[src/hw/rtl/ttt_pkg.sv]
// ----------------------------------------------------------------------------
// Tag tracker table package
// Field widths, op codes and sequencer states shared by the tracker RTL.
// ----------------------------------------------------------------------------
package ttt_pkg;

    localparam int TAG_W      = 24;
    localparam int SEQ_W      = 8;
    localparam int RSSI_W     = 8;
    localparam int TIME_W     = 32;
    localparam int MISS_W     = 16;
    localparam int SLOT_OUT_W = 3;
    localparam int CNT_OUT_W  = 4;
    localparam int OP_W       = 2;

    localparam logic [TIME_W-1:0] STALE_RESET = 32'd10000;

    // request op codes
    typedef enum logic [OP_W-1:0] {
        OP_UPDATE = 2'd0,
        OP_PRUNE  = 2'd1,
        OP_QUERY  = 2'd2,
        OP_NONE   = 2'd3
    } t_op;

    // sequencer states, one-hot
    typedef enum logic [4:0] {
        S_IDLE   = 5'b00001,
        S_SCAN   = 5'b00010,
        S_DECIDE = 5'b00100,
        S_SUM    = 5'b01000,
        S_DIV    = 5'b10000
    } t_state;

    // handshake with the serial divider
    typedef struct packed {
        logic done;
    } t_div_stat;

endpackage

[src/hw/rtl/ttt_div.sv]
// ----------------------------------------------------------------------------
// Serial signed divider
// Restoring divide, one quotient bit per cycle, truncates toward zero.
// ----------------------------------------------------------------------------
module ttt_div
    import ttt_pkg::*;
#(
    parameter int NUM_W = 12,
    parameter int DEN_W = 3
) (
    input  logic                    i_clk,
    input  logic                    i_rst_n,
    input  logic                    i_start,
    input  logic signed [NUM_W-1:0] i_dividend,
    input  logic        [DEN_W-1:0] i_divisor,
    output t_div_stat               o_stat,
    output logic signed [NUM_W-1:0] o_quotient
);

    localparam int CNT_W = $clog2(NUM_W + 1);

    logic             r_busy;
    logic [CNT_W-1:0] r_cnt;
    logic [NUM_W-1:0] r_num;
    logic [NUM_W-1:0] r_q;
    logic [DEN_W-1:0] r_rem;
    logic [DEN_W-1:0] r_den;
    logic             r_neg;

    logic [DEN_W:0]   trial;
    logic [DEN_W:0]   diff;
    logic             fits;
    logic [NUM_W-1:0] q_next;

    // one restoring step
    always_comb begin
        trial  = {r_rem, r_num[NUM_W-1]};
        diff   = trial - {1'b0, r_den};
        fits   = (trial >= {1'b0, r_den});
        q_next = {r_q[NUM_W-2:0], fits};
    end

    always_ff @(posedge i_clk) begin
        if (!i_rst_n) begin
            r_busy      <= 1'b0;
            o_stat.done <= 1'b0;
        end else begin
            o_stat.done <= 1'b0;
            if (i_start) begin
                r_busy <= 1'b1;
                r_cnt  <= CNT_W'(NUM_W);
                r_num  <= NUM_W'(i_dividend[NUM_W-1] ? -i_dividend : i_dividend);
                r_neg  <= i_dividend[NUM_W-1];
                r_den  <= i_divisor;
                r_rem  <= '0;
                r_q    <= '0;
            end else if (r_busy) begin
                r_num <= {r_num[NUM_W-2:0], 1'b0};
                r_q   <= q_next;
                r_rem <= fits ? diff[DEN_W-1:0] : trial[DEN_W-1:0];
                r_cnt <= r_cnt - 1'b1;
                if (r_cnt == CNT_W'(1)) begin
                    r_busy      <= 1'b0;
                    o_stat.done <= 1'b1;
                    o_quotient  <= r_neg ? -$signed(q_next) : $signed(q_next);
                end
            end
        end
    end

endmodule

[src/hw/rtl/tag_tracker_table.sv]
// ----------------------------------------------------------------------------
// Tag tracker table
// Tracks radio tags by id: update with report, prune stale entries, and
// return the mean RSSI of a tag's recent reports.
// ----------------------------------------------------------------------------
// A request is taken when start is high and busy is low; busy then stays
// high until the result, which shows on the o_ result ports for exactly one
// cycle with o_done high and must be captured then. One slot-record memory
// port is walked once per request, one slot per cycle. A query that finds
// its tag with history then sums the stored samples of its RSSI ring and
// divides the sum by fill (the number of stored samples) in the serial
// divider. No clearing pass follows reset.
module tag_tracker_table
    import ttt_pkg::*;
#(
    parameter int TAG_SLOTS     = 8,
    parameter int HISTORY_DEPTH = 4
) (
    input  logic                      i_clk,
    input  logic                      i_rst_n,
    input  logic                      i_cfg_we,
    input  logic [TIME_W-1:0]         i_cfg_wdata,
    input  logic                      start,
    output logic                      busy,
    input  logic [OP_W-1:0]           i_op,
    input  logic [TAG_W-1:0]          i_tag_id,
    input  logic [SEQ_W-1:0]          i_seq,
    input  logic signed [RSSI_W-1:0]  i_rssi,
    input  logic [TIME_W-1:0]         i_now_ms,
    output logic                      o_done,
    output logic                      o_status,
    output logic [SLOT_OUT_W-1:0]     o_slot,
    output logic                      o_is_new,
    output logic                      o_duplicate,
    output logic [MISS_W-1:0]         o_missed_count,
    output logic signed [RSSI_W-1:0]  o_rssi_avg,
    output logic [CNT_OUT_W-1:0]      o_removed,
    output logic [CNT_OUT_W-1:0]      o_entry_count
);

    localparam int SW   = (TAG_SLOTS > 1) ? $clog2(TAG_SLOTS) : 1;
    localparam int CW   = $clog2(TAG_SLOTS + 1);
    localparam int PW   = (HISTORY_DEPTH > 1) ? $clog2(HISTORY_DEPTH) : 1;
    localparam int FW   = $clog2(HISTORY_DEPTH + 1);
    localparam int HN   = TAG_SLOTS * HISTORY_DEPTH;
    localparam int HW   = (HN > 1) ? $clog2(HN) : 1;
    localparam int SUMW = RSSI_W + $clog2(HISTORY_DEPTH);

    typedef struct packed {
        logic [TAG_W-1:0]  tag;
        logic [SEQ_W-1:0]  seq;
        logic [TIME_W-1:0] seen;
        logic [MISS_W-1:0] missed;
        logic [PW-1:0]     pos;
        logic [FW-1:0]     fill;
    } t_entry;

    // state and storage
    t_state                   r_state, n_state;
    logic [TAG_SLOTS-1:0]     r_valid;
    logic [CW-1:0]            r_used;
    logic [TIME_W-1:0]        r_stale;
    t_entry                   r_mem [TAG_SLOTS];
    t_entry                   r_rd;
    logic signed [RSSI_W-1:0] r_hist [HN];
    logic signed [RSSI_W-1:0] r_hrd;

    // latched request
    t_op                      r_op;
    logic [TAG_W-1:0]         r_tag;
    logic [SEQ_W-1:0]         r_seq;
    logic signed [RSSI_W-1:0] r_rssi;
    logic [TIME_W-1:0]        r_now;

    // scan state
    logic [CW-1:0]            r_cidx;
    logic [SW-1:0]            r_pidx;
    logic                     r_pvalid;
    logic                     r_hit;
    logic [SW-1:0]            r_hit_idx;
    t_entry                   r_hrec;
    logic                     r_free;
    logic [SW-1:0]            r_free_idx;
    logic                     r_best_ok;
    logic [SW-1:0]            r_best;
    logic [TIME_W-1:0]        r_best_age;
    logic [CW-1:0]            r_removed;

    // averaging state
    logic [FW-1:0]            r_k;
    logic                     r_hpend;
    logic [HW-1:0]            r_hbase;
    logic signed [SUMW-1:0]   r_sum;
    logic                     r_div_go;
    t_div_stat                div_stat;
    logic signed [SUMW-1:0]   div_q;

    // combinational helpers
    logic              scan_v;
    logic [TIME_W-1:0] scan_age;
    logic              scan_stale;
    logic              scan_last;
    logic              sum_last;
    logic [SEQ_W-1:0]  gap;
    logic              dup;
    logic [MISS_W-1:0] miss_new;
    logic              alloc_ok;
    logic [SW-1:0]     alloc_idx;
    logic              mem_we;
    logic [SW-1:0]     mem_waddr;
    t_entry            mem_wdata;
    logic              hist_we;
    logic [HW-1:0]     hist_waddr;
    logic [HW-1:0]     hist_raddr;
    logic              set_valid;
    logic              used_inc;
    logic              go_sum;
    logic              res_status;
    logic [SW-1:0]     res_slot;
    logic              res_new;
    logic              res_dup;
    logic [MISS_W-1:0] res_missed;
    logic [CW-1:0]     n_used;

    assign busy = (r_state != S_IDLE);

    // per-slot evaluation during the scan
    always_comb begin
        scan_v     = r_valid[r_pidx];
        scan_age   = r_now - r_rd.seen;
        scan_stale = (scan_age >= r_stale);
        scan_last  = !r_pvalid && (r_cidx == CW'(TAG_SLOTS));
        sum_last   = !r_hpend && (r_k == r_hrec.fill);
        hist_raddr = r_hbase + HW'(r_k);
    end

    // decision on the scan result
    always_comb begin
        gap       = r_seq - r_hrec.seq;
        dup       = (gap == '0);
        miss_new  = (gap > SEQ_W'(1)) ? r_hrec.missed + MISS_W'(gap - SEQ_W'(1))
                                      : r_hrec.missed;
        alloc_ok  = r_free || (r_best_ok && (r_best_age >= r_stale));
        alloc_idx = r_free ? r_free_idx : r_best;

        mem_we     = 1'b0;
        mem_waddr  = r_hit_idx;
        mem_wdata  = r_hrec;
        hist_we    = 1'b0;
        hist_waddr = HW'(r_hit_idx) * HW'(HISTORY_DEPTH) + HW'(r_hrec.pos);
        set_valid  = 1'b0;
        used_inc   = 1'b0;
        go_sum     = 1'b0;
        res_status = 1'b0;
        res_slot   = '0;
        res_new    = 1'b0;
        res_dup    = 1'b0;
        res_missed = '0;

        if (r_state == S_DECIDE) begin
            unique case (r_op)
                OP_UPDATE: begin
                    if (r_hit) begin
                        // known tag: refresh; unless a duplicate, count gap and push sample
                        mem_we         = 1'b1;
                        mem_wdata.seen = r_now;
                        res_slot       = r_hit_idx;
                        res_dup        = dup;
                        res_missed     = r_hrec.missed;
                        if (!dup) begin
                            mem_wdata.seq    = r_seq;
                            mem_wdata.missed = miss_new;
                            mem_wdata.pos    = (r_hrec.pos == PW'(HISTORY_DEPTH - 1)) ?
                                               '0 : r_hrec.pos + 1'b1;
                            mem_wdata.fill   = (r_hrec.fill < FW'(HISTORY_DEPTH)) ?
                                               r_hrec.fill + 1'b1 : r_hrec.fill;
                            hist_we          = 1'b1;
                            res_missed       = miss_new;
                        end
                    end else if (alloc_ok) begin
                        // new entry in a free or evicted slot
                        mem_we           = 1'b1;
                        mem_waddr        = alloc_idx;
                        mem_wdata.tag    = r_tag;
                        mem_wdata.seq    = r_seq;
                        mem_wdata.seen   = r_now;
                        mem_wdata.missed = '0;
                        mem_wdata.pos    = PW'(1 % HISTORY_DEPTH);
                        mem_wdata.fill   = FW'(1);
                        hist_we          = 1'b1;
                        hist_waddr       = HW'(alloc_idx) * HW'(HISTORY_DEPTH);
                        set_valid        = 1'b1;
                        used_inc         = r_free;
                        res_slot         = alloc_idx;
                        res_new          = 1'b1;
                    end else begin
                        res_status = 1'b1;
                    end
                end
                OP_QUERY: begin
                    if (!r_hit) begin
                        res_status = 1'b1;
                    end else begin
                        res_slot = r_hit_idx;
                        go_sum   = (r_hrec.fill != '0);
                    end
                end
                OP_PRUNE, OP_NONE: begin
                end
                default: begin
                end
            endcase
        end
        n_used = r_used + CW'(used_inc);
    end

    // sequencer next state
    always_comb begin
        n_state = r_state;
        unique case (r_state)
            S_IDLE:   if (start) n_state = S_SCAN;
            S_SCAN:   if (scan_last) n_state = S_DECIDE;
            S_DECIDE: n_state = go_sum ? S_SUM : S_IDLE;
            S_SUM:    if (sum_last) n_state = S_DIV;
            S_DIV:    if (div_stat.done) n_state = S_IDLE;
            default:  n_state = S_IDLE;
        endcase
    end

    // slot records and RSSI rings
    always_ff @(posedge i_clk) begin
        if (mem_we) begin
            r_mem[mem_waddr] <= mem_wdata;
        end
        r_rd <= r_mem[r_cidx[SW-1:0]];
        if (hist_we) begin
            r_hist[hist_waddr] <= r_rssi;
        end
        r_hrd <= r_hist[hist_raddr];
    end

    // control and datapath
    always_ff @(posedge i_clk) begin
        if (!i_rst_n) begin
            r_state  <= S_IDLE;
            r_valid  <= '0;
            r_used   <= '0;
            r_stale  <= STALE_RESET;
            o_done   <= 1'b0;
            r_div_go <= 1'b0;
            r_pvalid <= 1'b0;
            r_hpend  <= 1'b0;
        end else begin
            o_done   <= 1'b0;
            r_div_go <= 1'b0;
            r_state  <= n_state;
            if (i_cfg_we) begin
                r_stale <= i_cfg_wdata;
            end
            unique case (r_state)
                S_IDLE: begin
                    if (start) begin
                        r_op       <= t_op'(i_op);
                        r_tag      <= i_tag_id;
                        r_seq      <= i_seq;
                        r_rssi     <= i_rssi;
                        r_now      <= i_now_ms;
                        r_cidx     <= '0;
                        r_pvalid   <= 1'b0;
                        r_hit      <= 1'b0;
                        r_free     <= 1'b0;
                        r_best_ok  <= 1'b0;
                        r_best_age <= '0;
                        r_removed  <= '0;
                    end
                end
                S_SCAN: begin
                    // issue next slot read, evaluate the one returned
                    r_pidx   <= r_cidx[SW-1:0];
                    r_pvalid <= (r_cidx != CW'(TAG_SLOTS));
                    if (r_cidx != CW'(TAG_SLOTS)) begin
                        r_cidx <= r_cidx + 1'b1;
                    end
                    if (r_pvalid) begin
                        if (scan_v && (r_rd.tag == r_tag) && !r_hit) begin
                            r_hit     <= 1'b1;
                            r_hit_idx <= r_pidx;
                            r_hrec    <= r_rd;
                        end
                        if (r_op == OP_UPDATE) begin
                            if (!scan_v && !r_free) begin
                                r_free     <= 1'b1;
                                r_free_idx <= r_pidx;
                            end
                            if (scan_age > r_best_age) begin
                                r_best_age <= scan_age;
                                r_best     <= r_pidx;
                                r_best_ok  <= 1'b1;
                            end
                        end
                        if ((r_op == OP_PRUNE) && scan_v && scan_stale) begin
                            r_valid[r_pidx] <= 1'b0;
                            r_removed       <= r_removed + 1'b1;
                            if (r_used != '0) begin
                                r_used <= r_used - 1'b1;
                            end
                        end
                    end
                end
                S_DECIDE: begin
                    if (set_valid) begin
                        r_valid[alloc_idx] <= 1'b1;
                    end
                    r_used <= n_used;
                    if (go_sum) begin
                        r_k     <= '0;
                        r_hpend <= 1'b0;
                        r_sum   <= '0;
                        r_hbase <= HW'(r_hit_idx) * HW'(HISTORY_DEPTH);
                    end else begin
                        o_done         <= 1'b1;
                        o_status       <= res_status;
                        o_slot         <= SLOT_OUT_W'(res_slot);
                        o_is_new       <= res_new;
                        o_duplicate    <= res_dup;
                        o_missed_count <= res_missed;
                        o_rssi_avg     <= '0;
                        o_removed      <= (r_op == OP_PRUNE) ? CNT_OUT_W'(r_removed) : '0;
                        o_entry_count  <= CNT_OUT_W'(n_used);
                    end
                end
                S_SUM: begin
                    // accumulate the stored samples in ring index order
                    r_hpend <= (r_k != r_hrec.fill);
                    if (r_k != r_hrec.fill) begin
                        r_k <= r_k + 1'b1;
                    end
                    if (r_hpend) begin
                        r_sum <= r_sum + SUMW'(r_hrd);
                    end
                    if (sum_last) begin
                        r_div_go <= 1'b1;
                    end
                end
                S_DIV: begin
                    if (div_stat.done) begin
                        o_done         <= 1'b1;
                        o_status       <= 1'b0;
                        o_slot         <= SLOT_OUT_W'(r_hit_idx);
                        o_is_new       <= 1'b0;
                        o_duplicate    <= 1'b0;
                        o_missed_count <= '0;
                        o_rssi_avg     <= div_q[RSSI_W-1:0];
                        o_removed      <= '0;
                        o_entry_count  <= CNT_OUT_W'(r_used);
                    end
                end
                default: begin
                end
            endcase
        end
    end

    // mean of the stored samples
    ttt_div #(
        .NUM_W (SUMW),
        .DEN_W (FW)
    ) u_div (
        .i_clk      (i_clk),
        .i_rst_n    (i_rst_n),
        .i_start    (r_div_go),
        .i_dividend (r_sum),
        .i_divisor  (r_hrec.fill),
        .o_stat     (div_stat),
        .o_quotient (div_q)
    );

`ifndef SYNTHESIS
    // result strobe only once the sequencer is back at rest
    a_done_idle: assert property (@(posedge i_clk) disable iff (!i_rst_n)
        o_done |-> !busy)
        else $error("result strobe while busy");

    // entry count tracks the valid bits
    a_used_valid: assert property (@(posedge i_clk) disable iff (!i_rst_n)
        r_used == $countones(r_valid))
        else $error("entry count out of step with valid bits");

    // an accepted request starts the slot scan
    a_accept_scan: assert property (@(posedge i_clk) disable iff (!i_rst_n)
        (start && !busy) |=> (r_state == S_SCAN))
        else $error("accepted request did not start scan");

    // the divider runs only for a query that found its tag
    a_div_query: assert property (@(posedge i_clk) disable iff (!i_rst_n)
        r_div_go |-> ((r_op == OP_QUERY) && r_hit))
        else $error("divider started outside a query hit");
`endif

endmodule
[config.mk]
export PLATFORM = sky130hd
export DESIGN_NAME = tag_tracker_table
export DESIGN_NICKNAME = d
export VERILOG_FILES = /design/src/hw/rtl/ttt_pkg.sv /design/src/hw/rtl/ttt_div.sv /design/src/hw/rtl/tag_tracker_table.sv
export SDC_FILE = /design/constraint.sdc
export NUM_CORES = 2
export LEC_CHECK = 0
export BUFFER_PORTS_ARGS = -buffer_cell sky130_fd_sc_hd__buf_2
export CAP_MARGIN = 20
export CELL_PAD_IN_SITES_DETAIL_PLACEMENT = 1
export CELL_PAD_IN_SITES_GLOBAL_PLACEMENT = 2
export CORE_MARGIN = 2
export CORE_UTILIZATION = 40
export DETAILED_ROUTE_END_ITERATION = 10
export PLACE_DENSITY_LB_ADDON = 0.08
export REMOVE_ABC_BUFFERS = 1
export SYNTH_ARGS = -nofsm -noshare
export SYNTH_HDL_FRONTEND = slang
export SYNTH_SLANG_ARGS = --single-unit
[constraint.sdc]
create_clock -name i_clk -period 10.1 [get_ports i_clk]
set_clock_uncertainty 0.15 [all_clocks]
set_input_delay 1.01 -clock i_clk [delete_from_list [all_inputs] [get_ports i_clk]]
set_output_delay 1.01 -clock i_clk [all_outputs]
set_load 0.02 [all_outputs]
==> metrics.txt <==
vias per inst 5.37; P_int roughly 10 mW; switching share of power approximately a quarter; PostCTS Resize Cnt 0; vias in the first global route between 30000 and 40000; worst rel slew slack between 20% and 30%; TritonCTS clock tree built; Remaining Overflow, GRT 0; Synth Flop Type edfxtp_1; antenna violations before repair 5; Post-synth EDFFs 1240; post-CTS setup buffers 0; count of warnings emitted by yosys 0; post-synthesis sequential area ratio 70.0%; FFs w/ async S/R, synth 0%; R2R Setup Slk roughly 4.1 ns; critical path startpoint category register; status finished clean; drt total wl 146 mm; number of distinct library cells after synthesis 80; final instance area 66000 µm²; most frequent cells in the layout 1240 x edfxtp_1, 252 x mux4_2, 210 x nand2_1, 182 x ha_1, 180 x nor2_1; Max Used Layer met5; cell leakage power ~23 nW; Setup crit end kind register; IO Pins 150; IO buf count roughly 150; post-synthesis mux area share roughly an eighth; nets@finish 3910; die width between 300 and 400 µm; Slew @ Worst Pin ~1.1 ns; hold_buf cts 0; first-pass GRT wire length roughly 220 mm; Routed met3 length between 4 and 5 mm; initial core utilization between 40% and 50%; Post-Synth Simple-Gate Area roughly 5.4%; Flop pwr share between 40% and 50%; Worst EP required 10.34 ns; CTS Buffer Depth 3; Fmax around 170 MHz; CTS Buf Count ~160; Die Area approximately 150000 µm²; largest net degree at the start of global routing just over 90; Final min period between 5 and 6 ns; CTS H-Tree Depth 4; Synth Cell Area between 50000 and 60000 µm²; setup TNS 0 ns; share of layout cells above drive strength 1 22.0%; main combinational cell family by area after synthesis multiplexers; average cell area after synthesis between 15 and 20 µm²; arrival time at the worst endpoint around 6.2 ns; Comb pwr share under 10%; DR iter-0 viols 2035; commonest non-fill, non-tap cell in the layout edfxtp_1; Hold Path Class register to register; Area Growth Syn to Fin 15.0%; FF+latch count, synth around 1400; XOR/XNOR share of the synthesized area 1.62%; Synth Area in Compound Gates roughly 4.1%; DRC Markers 0; gr usage total between 20 and 25%; core box area around 140000 µm²; RSZ-0062 raised after global routing no; first-pass detailed-route iteration total 5; HPWL Detailed 90.6 mm; Num Clock Sinks approximately 1400; GPL Wtd Cong 0.800; Placed Instance Area around 61000 µm²; fin crit share between 50 and 60%; Clock transition at path regs roughly 0.06 ns; FILL cells roughly 14000; mean routed wirelength per cell ~26 µm; peak supply drop 0.161 mV; via count roughly 30000; Clock Power Share a little over two fifths; root buffer cell clkbuf_16; number of routed nets with antenna violations 0; WS Path Type register to register; Clk Latency, worst-skew pair between 0.7 and 0.8 ns; Metal-1 WL around 66 mm; # rows roughly 140; Synth Area in Adders 4.14%; final hold violations 0; CP max FO 8; maxcap violations 0; Synth Instances between 3000 and 4000; routed wl met2 between 70 and 80 mm; Die H between 300 and 400 µm; max-slew violation count 0; final setup fails 0; power per cell area around 200 nW/µm²; P_sw 3.18 mW
## cells by family after synthesis
family	Yosys count
compound gates	351
xor+xnor	106
fa+ha+maj	187
buf+inv	268
flops	1388
mux	417
simple gates	649
## area by class of cell
class / instances / area (µm²) / area share, %
clock inverters: 84 / 873 / 1.32
multi-input cells: 1710 / 16300 / 24.7
inverters: 147 / 552 / 0.836
repair buffers: 210 / 1430 / 2.17
clock buffers: 205 / 4270 / 6.47
flip-flops and latches: 1388 / 40200 / 60.9
well taps: 1903 / 2380 / 3.61
diodes: 1 / 2.50 / 0.00379
## power by group through the flow
stage | Combinational (mW) | Sequential [mW] | Clock (mW)
3_3_place_gp | 1.27 | 6.55 | 0
4_1_cts | 1.31 | 6.44 | 5.83
5_1_grt | 1.46 | 6.44 | 6.03
6_report | 1.32 | 6.43 | 5.67
2_1_floorplan | 0.874 | 6.58 | 0
3_5_place_dp | 1.30 | 6.56 | 0
## Yosys cell counts, types with 6 or more instances
cell type     n  area (µm²)
edfxtp_1   1240       37200
mux4_2      252        5680
nand2_1     210         788
nor2_1      191         717
ha_1        182        2280
dfxtp_1     148        2960
inv_1       146         548
mux2_2       98        1100
a21oi_1      96         480
clkbuf_1     71         267
xnor2_1      71         622
o21ai_0      62         310
a21o_1       50         375
and2_1       43         269
mux2i_1      37         370
buf_1        36         135
xor2_1       35         307
nor3_1       34         170
mux2_1       30         338
nand3_1      28         140
nor2b_1      28         175
nand4_1      26         163
nand2b_1     25         156
o21ai_1      16        80.1
and3_1       13        81.3
o211ai_1     13        97.6
a31oi_1      12        75.1
a211oi_1     11        82.6
o21a_1       11        82.6
buf_2         9        45.0
a22o_1        8        70.1
nand3b_1      7        52.6
nor4_1        7        43.8
o22ai_1       7        43.8
a31oi_2       6        75.1
nor3b_1       6        45.0
o31a_1        6        52.6
or3_1         6        37.5
## worst paths after layout
kind	start	end	depth (start not counted)
max	r_now[0]$_DFFE_PP_	r_removed[0]$_SDFFCE_PN0P_	20
min	r_rd[4]$_DFF_P_	r_hrec[4]$_DFFE_PP_	0
max reg2reg	r_now[0]$_DFFE_PP_	r_removed[0]$_SDFFCE_PN0P_	20
min reg2reg	r_rd[4]$_DFF_P_	r_hrec[4]$_DFFE_PP_	0
## per-stage QoR
stage               std cells  worst slack (ns)  utilization [%]  total power [mW]  hold WS (ns)
floorplan                3245              1.38                -              7.45         0.236
global placement         5345              4.14             42.3              7.83         0.240
detailed placement       5346              4.09             42.3              7.86         0.240
CTS                      5635              4.01             45.9              13.6         0.190
global route             5647              3.82             46.1              13.9         0.206
finish                   5648              4.11             46.1              13.4         0.251
## critical path: stages (launching register included)
cell and delay [ns]:
edfxtp_1 0.32, inv_1 0.05, ha_1 0.21, fa_1 0.41, nor2b_1 0.15, o21a_1 0.15
o21ai_0 0.16, a21o_1 0.22, a31oi_1 0.43, o211a_1 0.29, o21ai_0 0.09, nand2b_1 0.13
xor2_1 0.51, ha_1 0.21, nand4_1 0.12, o21ai_0 0.62, a2111o_1 0.21, a41oi_1 0.09
o21ai_1 0.31, buf_4 0.25, nor3b_1 0.55
## metal layers
layer / vias to the layer above / GRT usage, %
met1: 16000 / 27.4
li1: 13600 / -
met5: - / 0
met4: 6 / 5.10
met2: 478 / 34.1
met3: 197 / 3.04
## registers in the layout, indices dropped and copies added, names as in the netlist, 5 cells and up
signal            flops
r_mem               680
r_valid               8
r_hrd                 8
r_hrec               85
r_stale              32
r_state               5
r_best_age           32
r_rssi                8
r_tag                24
u_div.r_num          10
r_sum                10
r_now                32
r_hist              256
o_missed_count       16
u_div.o_quotient      8
r_seq                 8
r_rd                 85
o_rssi_avg            8
u_div.r_q             7
(Power assumes the default switching activity.)
